File: src/hdl/pdpf_pkg.sv
package pdpf_pkg;

	// Table and window sizing.
	localparam int TABLE_DEPTH   = 1024;
	localparam int WINDOW_LENGTH = 32;
	localparam int IDX_W         = $clog2(TABLE_DEPTH);
	localparam int CNT_W         = $clog2(TABLE_DEPTH + 1);
	localparam int WIN_W         = $clog2(WINDOW_LENGTH);

	// One search cell per halving step, plus one cell that resolves the last read.
	localparam int SEARCH_STEPS  = $clog2(TABLE_DEPTH + 1);
	localparam int CELL_COUNT    = SEARCH_STEPS + 1;

	// Field widths.
	localparam int ADDR_W        = 32;
	localparam int TIME_W        = 64;
	localparam int LEN_W         = 16;
	localparam int SLOT_W        = 10;
	localparam int PREFIX_W      = 16;
	localparam int ID_W          = 16;
	localparam int GAP_W         = 32;
	localparam int CFG_W         = 11;
	localparam int WORD_W        = PREFIX_W + ID_W;

	localparam int IN_DATA_W     = 192;
	localparam int OUT_DATA_W    = 72;

	// Request kinds carried in the input tuser.
	localparam logic CMD_PACKET      = 1'b0;
	localparam logic CMD_TABLE_WRITE = 1'b1;

	// Shared 100.64.0.0/10 and multicast 224.0.0.0/4.
	localparam logic [31:0] SHARED_NET  = 32'h6440_0000;
	localparam logic [31:0] SHARED_MASK = 32'hffc0_0000;
	localparam logic [31:0] MCAST_NET   = 32'he000_0000;
	localparam logic [31:0] MCAST_MASK  = 32'hf000_0000;

	// 192.0.0.0/24 is private except for two anycast hosts.
	localparam logic [31:0] SPECIAL_NET   = 32'hc000_0000;
	localparam logic [31:0] SPECIAL_MASK  = 32'hffff_ff00;
	localparam logic [31:0] SPECIAL_HOST0 = 32'hc000_0009;
	localparam logic [31:0] SPECIAL_HOST1 = 32'hc000_000a;

	localparam int PRIV_COUNT = 15;
	localparam logic [31:0] PRIV_NET [PRIV_COUNT] = '{
		32'h0000_0000, 32'h0a00_0000, 32'h7f00_0000,
		32'ha9fe_0000, 32'hac10_0000, 32'hc000_0200,
		32'hc01f_c400, 32'hc034_c100, 32'hc058_6300,
		32'hc0a8_0000, 32'hc0af_3000, 32'hc612_0000,
		32'hc633_6400, 32'hcb00_7100, 32'he000_0000
	};
	localparam logic [31:0] PRIV_MASK [PRIV_COUNT] = '{
		32'hff00_0000, 32'hff00_0000, 32'hff00_0000,
		32'hffff_0000, 32'hfff0_0000, 32'hffff_ff00,
		32'hffff_ff00, 32'hffff_ff00, 32'hffff_ff00,
		32'hffff_0000, 32'hffff_ff00, 32'hfffe_0000,
		32'hffff_ff00, 32'hffff_ff00, 32'hf000_0000
	};

	// State handed from one search cell to the next.
	typedef struct packed {
		logic                live;
		logic                pending;
		logic                done;
		logic [CNT_W-1:0]    lo;
		logic [CNT_W-1:0]    hi;
		logic [CNT_W-1:0]    mid;
		logic [PREFIX_W-1:0] key;
		logic [ID_W-1:0]     id;
	} search_t;

	// Read request from a cell to the shared table port.
	typedef struct packed {
		logic             en;
		logic [IDX_W-1:0] addr;
	} rd_req_t;

	// One result item.
	typedef struct packed {
		logic             last;
		logic [LEN_W-1:0] len;
		logic [GAP_W-1:0] gap;
		logic [ID_W-1:0]  id;
		logic             known;
		logic             inbound;
	} result_t;

	function automatic logic addr_private(input logic [31:0] addr);
		logic hit;
		hit = ((addr & SPECIAL_MASK) == SPECIAL_NET) &&
			(addr != SPECIAL_HOST0) && (addr != SPECIAL_HOST1);
		for (int i = 0; i < PRIV_COUNT; i++) begin
			hit = hit | ((addr & PRIV_MASK[i]) == PRIV_NET[i]);
		end
		return hit;
	endfunction

	function automatic logic addr_routable(input logic [31:0] addr);
		return !addr_private(addr) && ((addr & SHARED_MASK) != SHARED_NET) &&
			((addr & MCAST_MASK) != MCAST_NET);
	endfunction

endpackage

File: src/hdl/pdpf_cell.sv
module pdpf_cell (
	input  logic              clk,
	input  logic              arst_n,
	input  pdpf_pkg::search_t st_in,
	input  logic [31:0]       rd_data,
	output pdpf_pkg::search_t st_out,
	output pdpf_pkg::rd_req_t rd_req
);

	pdpf_pkg::search_t                 st_q;
	pdpf_pkg::search_t                 nx;
	logic [pdpf_pkg::PREFIX_W-1:0]     entry_prefix;
	logic [pdpf_pkg::CNT_W-1:0]        mid;
	logic                              go;

	// Take over the bounds handed on by the previous cell.
	always_ff @(posedge clk or negedge arst_n) begin
		if (!arst_n) begin
			st_q <= '0;
		end else begin
			st_q <= st_in;
		end
	end

	assign entry_prefix = rd_data[pdpf_pkg::WORD_W-1:pdpf_pkg::ID_W];

	// Resolve the read issued by the previous cell, then pick the next probe.
	always_comb begin
		nx = st_q;
		if (st_q.live && st_q.pending) begin
			if (entry_prefix == st_q.key) begin
				nx.done = 1'b1;
				nx.id   = rd_data[pdpf_pkg::ID_W-1:0];
			end else if (entry_prefix < st_q.key) begin
				nx.lo = st_q.mid + pdpf_pkg::CNT_W'(1);
			end else begin
				nx.hi = st_q.mid;
			end
		end
		go  = nx.live && !nx.done && (nx.lo < nx.hi);
		mid = nx.lo + ((nx.hi - nx.lo) >> 1);
		nx.mid     = mid;
		nx.pending = go;
	end

	assign st_out      = nx;
	assign rd_req.en   = go;
	assign rd_req.addr = go ? mid[pdpf_pkg::IDX_W-1:0] : '0;

endmodule

File: config.mk
export PLATFORM = sky130hd
export DESIGN_NAME = pdpf_cell
export DESIGN_NICKNAME = d
export VERILOG_FILES = /design/src/hdl/pdpf_pkg.sv /design/src/hdl/pdpf_cell.sv
export SDC_FILE = /design/constraint.sdc
export NUM_CORES = 1
export LEC_CHECK = 0
export BUFFER_PORTS_ARGS = -buffer_cell sky130_fd_sc_hd__buf_2
export CAP_MARGIN = 20
export CORE_MARGIN = 2
export CORE_UTILIZATION = 43
export CTS_CLUSTER_SIZE = 28
export DETAILED_ROUTE_END_ITERATION = 8
export PLACE_DENSITY = 0.77
export SLEW_MARGIN = 40
export SYNTH_ARGS = -nofsm -noshare
export SYNTH_HDL_FRONTEND = slang
export SYNTH_SLANG_ARGS = --single-unit
File: constraint.sdc
create_clock -name clk -period 5.56 [get_ports clk]
set_input_delay 0.556 -clock clk [delete_from_list [all_inputs] [get_ports clk]]
set_output_delay 0.556 -clock clk [all_outputs]
set_load 0.02 [all_outputs]
# [Word level (Yosys, flattened, before mapping)]
# Cells that the tools add are included.
[word_totals] register_bits=68 in_bits=102 out_inout_bits=79 word_cells=26
[classes] n_addsub=3 order_cmp=2 eq_ne=1 muxes=8 n_reduce_logical=4
[op_table] operator="$mux 16" n=2
[op_table] operator="$mux 23" n=1
[op_table] operator="$mux 11" n=2
[op_table] operator="$mux 22" n=1
[op_table] operator="$eq 16x16->1" n=1
[op_table] operator="$lt 16x16->1" n=1
[op_table] operator="$add 11x1->11 const B" n=1
[op_table] operator="$add 11x10->11" n=1
[op_table] operator="$lt 11x11->1" n=1
[op_table] operator="$sub 11x11->11" n=1
[op_table] operator="$mux 10" n=1
[op_table] operator="$logic_and 1x1->1" n=3
[op_table] operator="$logic_not 1->1" n=1
[op_table] operator="$mux 1" n=1

# [Logic depth before layout (Yosys ltp)]
# Gate-level depths: netlist (run 1).
[depth] ltp_word=8 ltp_mapped=26 ltp_nobuf=25

# [Worst setup path after synthesis (run 1)]
# Ideal clock, no wire load.
[synth_timing] kind="in2out" startpoint="in rd_data[31]" endpoint="out rd_req[9] (netlist name)" arrival_time_ns=5.729 slack_ns=-0.725 cell_stages=21 path_buffers=1 path_cell_list="ha_1 > nand4_2 > nor4_1 > nand3b_1 > nand4b_1 > clkbuf_1 > o21ai_0 > ha_1 > fa_1 > nor2b_1 > o21ai_0 > a21boi_0 > o21ai_0 > a21boi_0 > o21ai_0 > a21boi_0 > mux2i_1 > nand2_1 > ha_1 > xnor2_1 > and4_1"
[synth_lines] element="start, declared" line_no="pdpf_cell.sv:5" source="input logic [31:0] rd_data,"
[synth_lines] element="end, declared" line_no="pdpf_cell.sv:7" source="output pdpf_pkg::rd_req_t rd_req"

==> flow_metrics.env, run 1 <==
export IMPL_coreArea_sq_mm=0.00911
export IMPL_ys_warn_count=0
export IMPL_cts_max_path_buffers=2
export IMPL_synthesis_area_sq_mm=0.00396
export IMPL_fin_hold_ws_ns=0.289
export IMPL_fin_cells=717
export IMPL_cts_sinks=68
export IMPL_hpwl_microns=8200
export IMPL_vias_per_cell=4.93
export IMPL_fp_dieH_microns=100
export IMPL_synth_avg_cell_area_sq_um=10.9
export IMPL_dp_cells=681
export IMPL_synth_edff_count=0
export IMPL_slew_headroom_pct=59.0
export IMPL_gp_congestion=0.928
export IMPL_syn_nets=508
export IMPL_path_clk_slew_ns=0.07
export IMPL_outcome="finished with violations"
export IMPL_fmax_mhz=178
export IMPL_cts_hold_buffers_added=0
export IMPL_grt_max_degree=69
export IMPL_initial_core_util_pct=43.5
export IMPL_port_buffer_count=180
export IMPL_hold_path_class="input pin to async pin"
export IMPL_syn2layout_area_growth_pct=52.8
export IMPL_hold_viol=0
export IMPL_timing_final_crit_share_pct=101
export IMPL_drv_cap=0
export IMPL_ir_drop_v=0.000207
export IMPL_synth_main_ff_cell="dfrtp_1"
export IMPL_final_nets=746
export IMPL_yosysTopAreaCell="dfrtp_1"
export IMPL_final_util_pct=66.5
export IMPL_crit_fanout=4
export IMPL_async_flop_share_pct=100
export IMPL_n_antenna_cell=0
export IMPL_wl_microns=10700
export IMPL_rows=35
export IMPL_wl_met3_microns=613
export IMPL_dieArea_sq_mm=0.0100
export IMPL_htree_levels=3
export IMPL_critPathKind="register to output port"
export IMPL_cts_tree="built"
export IMPL_synth_most_common_cell="dfrtp_1"
export IMPL_start_kind="register"
export IMPL_vias=3537
export IMPL_drv_slew=0
export IMPL_synth_common_cells="68 x dfrtp_1, 40 x inv_1, 39 x ha_1"
export IMPL_ys_seq_elements=68
export IMPL_met2_length_microns=5740
export IMPL_ios=181
export IMPL_syn_inst=365
export IMPL_drive_gt1_share_pct=60.1
export IMPL_track_usage_pct=20.6
export IMPL_post_route_min_period_ns=5.61
export IMPL_violations="setup timing"
export IMPL_worstPathArrival_ns=5.05
export IMPL_grt_overflow_total=0
export IMPL_p_per_area_mw_per_mm2=301
export IMPL_wl_met1_microns=4150
export IMPL_synth_top_area_share_pct=42.9
export IMPL_detail_route_antenna_nets=0
export IMPL_antenna_found_initial=0
export IMPL_drc=0
export IMPL_rsz0062_at_grt="true"
export IMPL_crit_path_end_kind="output port"
export IMPL_die_w_microns=100
export IMPL_worst_ep_required_time_ns=5.00
export IMPL_post_drt_wl_per_cell_microns=15.0
export IMPL_grt_pass1_wl_microns=16000
export IMPL_cts_buffers=9
export IMPL_synth_area_top_cells="dfrtp_1 43%, ha_1 12%, mux2_2 8.5%"
export IMPL_setup_violations=2
export IMPL_leakagePower_nw=3.10
export IMPL_cts_root_buffer="clkbuf_8"
export IMPL_yosysSeqAreaShare_pct=42.9
export IMPL_worst_pin_slew_ns=0.615
export IMPL_drt_iter0_drc=90
export IMPL_grt_pass1_vias=3576
export IMPL_yosysUniqueCellTypes=45
export IMPL_highest_layer="met4"
export IMPL_setup_slack_ns=-0.0458
export IMPL_first_pass_iters=4
## stage by stage
stage	total power, mW	setup WS [ns]	cell area (sq um)	TNS [ns]
4_1_cts	1.73	0.000813	5620	0
5_1_grt	1.93	-0.332	6060	-1.42
3_5_place_dp	1.27	-0.300	5250	-0.892
3_3_place_gp	1.25	-0.172	5250	-0.372
2_1_floorplan	0.989	0.00901	4030	0
6_report	1.82	-0.0458	6060	-0.0553
## cells by family after synthesis
family          Yosys count  synth area share [%]
compound gates           57                  9.72
xor+xnor                 23                  5.08
fa+ha+maj                41                  13.3
buf+inv                  64                  7.89
flops                    68                  42.9
mux                      38                  10.8
simple gates             74                  10.3
## sequential cells by signal (all words and copies together) (netlist names)
name and flops:
st_q 51, st_out 17
## path summary, 6_finish.rpt
check,startpoint,endpoint,slack (ns),depth (start not counted)
max,st_out[29],rd_req[8],-0.05,26
max in group asynchronous,arst_n,st_q[48],4.81,2
min in group clk,st_in[63],st_q[63],0.32,1
min,arst_n,st_out[24],0.29,2
## timing repair
item | in CTS | in global routing
endpoints found under the hold margin | 0 | 0
setup endpoints to repair | 7 | 8
pin swaps | 16 | 36
gates resized for setup | 31 | 56
buffers inserted | 6 | 16
## cell usage in the layout, fill, tap and decap left out, types with 4 or more instances in the layout
master / instances
inv_1: 34
o21ai_0: 6
clkbuf_8: 13
nor2_1: 17
nand2_1: 15
nand3_1: 7
a21oi_2: 7
mux2i_1: 4
dfrtp_1: 68
a21oi_1: 11
ha_4: 11
buf_4: 63
buf_6: 11
o21ai_2: 6
inv_2: 6
and4_1: 6
xnor2_1: 10
nor2b_1: 5
buf_2: 176
xor2_1: 8
mux2_2: 28
ha_1: 25
## power by group
| group | total [mW] | switching (mW) | internal, mW |
|---|---|---|---|
| clock | 0.421 | 0.170 | 0.251 |
| combinational | 0.867 | 0.452 | 0.415 |
| sequential | 0.533 | 0.0137 | 0.520 |
## cell type report
class                   instances  area (sq um)
well taps                     111           139
clock buffers                  13           179
inverters                      40           150
fillers                       682          3050
flip-flops and latches         68          1700
repair buffers                251          1500
multi-input cells             233          2360
clock inverters                 1          30.0
## layer usage
metal	vias to the layer above	GRT usage [%]
li1	1725	-
met3	22	4.67
met1	1659	22.3
met2	131	38.7
met5	-	0
met4	0	8.32
## worst max-delay path: stages, from the launching register on
cell and delay, ns:
dfrtp_1 0.41, inv_2 0.08, ha_4 0.21, a211oi_2 0.21, nor2_1 0.11, nor4_4 0.32, buf_4 0.17, a31oi_4 0.10
buf_6 0.15, mux2i_2 0.15, ha_2 0.20, fa_2 0.38, buf_6 0.14, xnor2_4 0.12, buf_6 0.12, fa_2 0.39
a21oi_2 0.17, nor2_2 0.06, nor2_2 0.10, o21bai_1 0.08, a21oi_1 0.19, o21bai_1 0.13, a21oi_2 0.17, buf_4 0.13
xnor2_2 0.10, and4_1 0.21, buf_6 0.12
No activity file was read; power rests on OpenSTA's default activity.
==> inputs of run 2 (changes only) <==
Settings changed: ABC_AREA set to 1, CORE_UTILIZATION 43 to 45.
Clock period 5.56 ns to 5.4 ns, I/O delays scaled along.
==> flow_metrics.env, run 2 <==
export IMPL_synth_edff_count=0
export IMPL_outcome="completed"
export IMPL_setup_violations=0
export IMPL_die_w_microns=99.7
export IMPL_fp_dieH_microns=99.7
export IMPL_ys_seq_elements=68
export IMPL_cts_max_path_buffers=2
export IMPL_final_util_pct=63.7
export IMPL_power_mw=1.81
export IMPL_synth_avg_cell_area_sq_um=8.44
export IMPL_yosysUniqueCellTypes=38
export IMPL_htree_levels=3
export IMPL_ios=181
export IMPL_worst_pin_slew_ns=0.738
export IMPL_fin_cells=787
export IMPL_crit_fanout=6
export IMPL_drt_iter0_drc=89
export IMPL_synth_most_common_cell="nand2_1"
export IMPL_leakagePower_nw=3.10
export IMPL_slew_headroom_pct=49.5
export IMPL_dieArea_sq_mm=0.00994
export IMPL_drive_gt1_share_pct=42.6
export IMPL_port_buffer_count=180
export IMPL_wl_microns=10300
export IMPL_largest_register_ffs=51
export IMPL_ir_drop_v=0.000174
export IMPL_grt_pass1_wl_microns=15300
export IMPL_hold_viol=0
export IMPL_first_pass_iters=4
export IMPL_crit_top_cell="nand2_1"
export IMPL_start_kind="register"
export IMPL_synth_top_area_share_pct=41.3
export IMPL_cts_hold_buffers_added=0
export IMPL_synth_area_top_cells="dfrtp_1 41%, ha_1 12%, nand2_1 11%"
export IMPL_yosysTopAreaCell="dfrtp_1"
export IMPL_critPathMaxStageDelay_ns=0.35
export IMPL_track_usage_pct=19.3
export IMPL_fmax_mhz=195
export IMPL_drv_cap=0
export IMPL_dp_cells=758
export IMPL_rows=34
export IMPL_cts_root_buffer="clkbuf_8"
export IMPL_synth_main_ff_cell="dfrtp_1"
export IMPL_grt_overflow_total=0
export IMPL_nFillCells=763
export IMPL_syn_nets=631
export IMPL_antenna_found_initial=1
export IMPL_p_per_area_mw_per_mm2=322
export IMPL_path_clk_slew_ns=0.08
export IMPL_final_nets=816
export IMPL_initial_core_util_pct=46.8
export IMPL_final_cell_mix="178 x buf_2, 114 x nand2_1, 72 x inv_1"
export IMPL_yosysSeqAreaShare_pct=41.3
export IMPL_vias_per_cell=4.75
export IMPL_vias=3736
export IMPL_hold_path_class="input pin to async pin"
export IMPL_detail_route_antenna_nets=0
export IMPL_hpwl_microns=8080
export IMPL_coreArea_sq_mm=0.00881
export IMPL_cts_buffers=9
export IMPL_grt_pass1_vias=3538
export IMPL_worst_ep_required_time_ns=4.86
export IMPL_seq_area_sq_mm=0.00170
export IMPL_cts_tree="built"
export IMPL_crit_path_end_kind="output port"
export IMPL_final_common_cell="buf_2"
export IMPL_syn_inst=488
export IMPL_synthesis_area_sq_mm=0.00412
export IMPL_cts_sinks=68
export IMPL_grt_max_degree=69
export IMPL_post_route_min_period_ns=5.14
export IMPL_placed_area_sq_mm=0.00504
export IMPL_async_flop_share_pct=100
export IMPL_timing_final_crit_share_pct=95.2
export IMPL_post_drt_wl_per_cell_microns=13.0
export IMPL_multiInputGateArea_sq_mm=0.00219
export IMPL_syn2layout_area_growth_pct=36.1
export IMPL_drc=0
export IMPL_largest_register="st_q"
export IMPL_gp_congestion=0.968
export IMPL_worstPathArrival_ns=4.60
export IMPL_synth_common_cells="118 x nand2_1, 74 x inv_1, 68 x dfrtp_1"
export IMPL_drv_slew=0
export IMPL_ys_warn_count=0
export IMPL_fin_area_sq_mm=0.00561
export IMPL_critPathKind="register to output port"
export IMPL_cp_slowest_cell="ha_1"
[run 2: cell count changes after synthesis, sizes merged, moves of 9 or more]
cell,delta
nand2,+115
inv,+38
mux2,-30
o21ai,+17
nor2,+12
xnor2,-9
[run 2: cells by family after synthesis]
group,Yosys count,synth area share (%)
and+or+nand+nor,192,21.6
xor gates and xnor gates,18,3.83
DFF,68,41.3
muxes,1,0.273
adders and majority gates,41,12.8
buffers and inverters,104,11.4
AOI/OAI and AO/OA,64,8.84
[run 2: path summary, 6_finish.rpt]
path,from,to,slack (ns),cells after the start
hold / removal,arst_n,st_out[28],0.29,2
max in group asynchronous,arst_n,st_q[61],4.68,2
min in group clk,st_in[28],st_out[28],0.31,1
setup / recovery,st_out[25],rd_req[9],0.26,29
[run 2: layer usage]
metal / vias to the layer above / part of all wire [%] / GRT usage (%)
met4: 0 / 2.3 / 7.59
met3: 16 / 7.0 / 5.76
met5: - / 0 / 0
met2: 139 / 50 / 32.7
met1: 1688 / 40 / 23.0
li1: 1893 / - / -
[run 2: critical path: cells and delay by family, from the launching register on]
kind                     cells  cell delay [ns]
buffers and inverters        6             0.75
AO/OA/AOI/OAI                5             0.59
AND/OR/NAND/NOR             14             1.49
flip-flops                   1             0.34
adder cells (fa/ha/maj)      3             0.93
XOR/XNOR                     1             0.16
[run 2: area by class of cell]
type / instances / share of cell area (%)
Tap cell: 108 / 2.41
Antenna cell: 1 / 0.0446
Clock buffer: 11 / 2.34
Multi-Input combinational cell: 316 / 39.1
Sequential cell: 68 / 30.3
Inverter: 79 / 5.35
Timing Repair inverter: 1 / 0.134
Clock inverter: 5 / 1.54
Timing Repair Buffer: 198 / 18.8
[run 2: report_power, final]
part           switching (mW)  total, mW  leakage [nW]  internal, mW
logic                   0.500      0.813          2.20         0.313
registers              0.0108      0.546         0.792         0.535
clock network           0.186      0.449         0.108         0.263
[run 2: per-stage QoR]
stage / hold WS (ns) / setup slack [ns] / setup TNS [ns]
after floorplan: 0.244 / 0.0238 / 0
final: 0.289 / 0.260 / 0
after global placement: 0.647 / 0.203 / 0
after global routing: 0.284 / -0.0996 / -0.114
after detailed placement: 0.649 / 0.0792 / 0
after CTS: 0.287 / 0.00754 / 0
[run 2: timing repair]
item,4_1_cts,5_1_grt
resized for setup,1,60
gates cloned,0,1
pin swaps,0,26
setup endpoints to repair,1,9
buffers inserted,0,11
==> inputs of run 3 (changes only) <==
Settings changed: CELL_PAD_IN_SITES_DETAIL_PLACEMENT set to 1, CELL_PAD_IN_SITES_GLOBAL_PLACEMENT set to 1, CORE_UTILIZATION 45 to 34, PLACE_DENSITY 0.77 to unset, PLACE_DENSITY_LB_ADDON set to 0.1, REMOVE_ABC_BUFFERS set to 1.
==> flow_metrics.env, run 3 (synthesis gave the netlist of run 2 again) <==
export IMPL_outcome="completed"
export IMPL_cts_hold_buffers_added=0
export IMPL_antenna_found_initial=2
export IMPL_coreArea_sq_mm=0.0119
export IMPL_path_delay_family="simple AND/OR/NAND/NOR gates"
export IMPL_cts_sinks=68
export IMPL_drt_iter0_drc=74
export IMPL_drv_slew=0
export IMPL_final_util_pct=48.2
export IMPL_cts_max_path_buffers=2
export IMPL_detail_route_antenna_nets=0
export IMPL_crit_path_end_kind="output port"
export IMPL_cp_depth=28
export IMPL_leakagePower_nw=3.17
export IMPL_ir_drop_v=0.000133
export IMPL_hold_path_class="input pin to async pin"
export IMPL_post_drt_wl_per_cell_microns=14.2
export IMPL_final_nets=818
export IMPL_setup_violations=0
export IMPL_wl_microns=11700
export IMPL_final_common_cell="buf_2"
export IMPL_syn2layout_area_growth_pct=39.2
export IMPL_track_usage_pct=18.2
export IMPL_grt_pass1_wl_microns=18300
export IMPL_initial_core_util_pct=34.6
export IMPL_rsz0062_at_grt="true"
export IMPL_p_per_area_mw_per_mm2=333
export IMPL_fp_dieH_microns=114
export IMPL_nFillCells=1466
export IMPL_hpwl_microns=9820
export IMPL_start_kind="register"
export IMPL_slew_headroom_pct=50.8
export IMPL_path_buf_inv=6
export IMPL_cts_buffers=9
export IMPL_grt_pass1_vias=4010
export IMPL_vias_per_cell=4.58
export IMPL_cts_tree="built"
export IMPL_vias=3789
export IMPL_cp_slowest_cell="dfrtp_1"
export IMPL_worst_ep_required_time_ns=4.86
export IMPL_critPathMaxStageDelay_ns=0.35
export IMPL_critPathKind="register to output port"
export IMPL_rows=40
export IMPL_crit_fanout=7
export IMPL_htree_levels=3
export IMPL_timing_final_crit_share_pct=95.4
export IMPL_worstPathArrival_ns=4.61
export IMPL_dieArea_sq_mm=0.0130
export IMPL_cts_root_buffer="clkbuf_16"
export IMPL_drive_gt1_share_pct=42.8
export IMPL_die_w_microns=114
export IMPL_final_cell_mix="178 x buf_2, 116 x nand2_1, 72 x inv_1"
export IMPL_first_pass_iters=4
export IMPL_post_route_min_period_ns=5.15
export IMPL_tns_ns=0
export IMPL_largest_register_ffs=51
export IMPL_largest_register="st_q"
export IMPL_drv_cap=0
export IMPL_grt_max_degree=69
export IMPL_worst_pin_slew_ns=0.720
export IMPL_port_buffer_count=180
export IMPL_gp_congestion=0.777
export IMPL_power_mw=1.91
export IMPL_path_clk_slew_ns=0.05
export IMPL_hold_viol=0
export IMPL_grt_overflow_total=0
export IMPL_drc=0
export IMPL_fmax_mhz=194
export IMPL_ios=181
-- run 3: cell count changes in the layout (fill, tap and decap cells not counted), moves of 3 or more --
cell,before,now
clkbuf_8,9,3
clkbuf_16,0,9
clkinv_4,3,0
nand2_2,13,9
-- run 3: timing repair --
| item | 4_1_cts | 5_1_grt |
|---|---|---|
| gates resized for setup | 5 | 61 |
| buffers inserted | 1 | 8 |
| pin swaps | 1 | 17 |
| setup endpoints to repair | 5 | 11 |
-- run 3: path summary, 6_finish.rpt --
path                       slack, ns          to        from
setup / recovery                0.25   rd_req[9]  st_out[31]
hold / removal                  0.30  st_out[29]      arst_n
min in group clk                0.32     st_q[4]    st_in[4]
max in group asynchronous       4.67    st_q[39]      arst_n
-- run 3: power breakdown --
group	leakage, nW	switching (mW)	internal (mW)
combinational	2.24	0.511	0.317
sequential	0.792	0.0110	0.536
clock	0.140	0.195	0.341
total	3.17	0.716	1.19
-- run 3: stage by stage --
stage,instances,instance area [sq um],setup slack (ns),hold slack (ns)
floorplan,463,3950,-0.0660,0.244
global placement,802,5120,0.0671,0.647
detailed placement,802,5120,-0.0922,0.650
CTS,817,5420,-0.0272,0.302
global route,825,5730,-0.0762,0.299
finish,827,5740,0.248,0.305
-- run 3: layout make-up --
cell class | instances | area (sq um) | share of cell area, %
flip-flops and latches | 68 | 1700 | 29.7
clock buffers | 12 | 267 | 4.65
clock inverters | 2 | 10.0 | 0.175
repair buffers | 201 | 1090 | 19.1
well taps | 147 | 184 | 3.21
diodes | 2 | 5.00 | 0.0873
inverters | 79 | 299 | 5.21
multi-input cells | 316 | 2170 | 37.9
-- run 3: layer usage --
layer / wire length [microns] / global-route usage, % / up-vias
li1: - / - / 1893
met3: 913 / 6.14 / 9
met1: 4480 / 19.1 / 1770
met4: 141 / 5.61 / 0
met5: 0 / 0 / -
met2: 6200 / 34.0 / 117
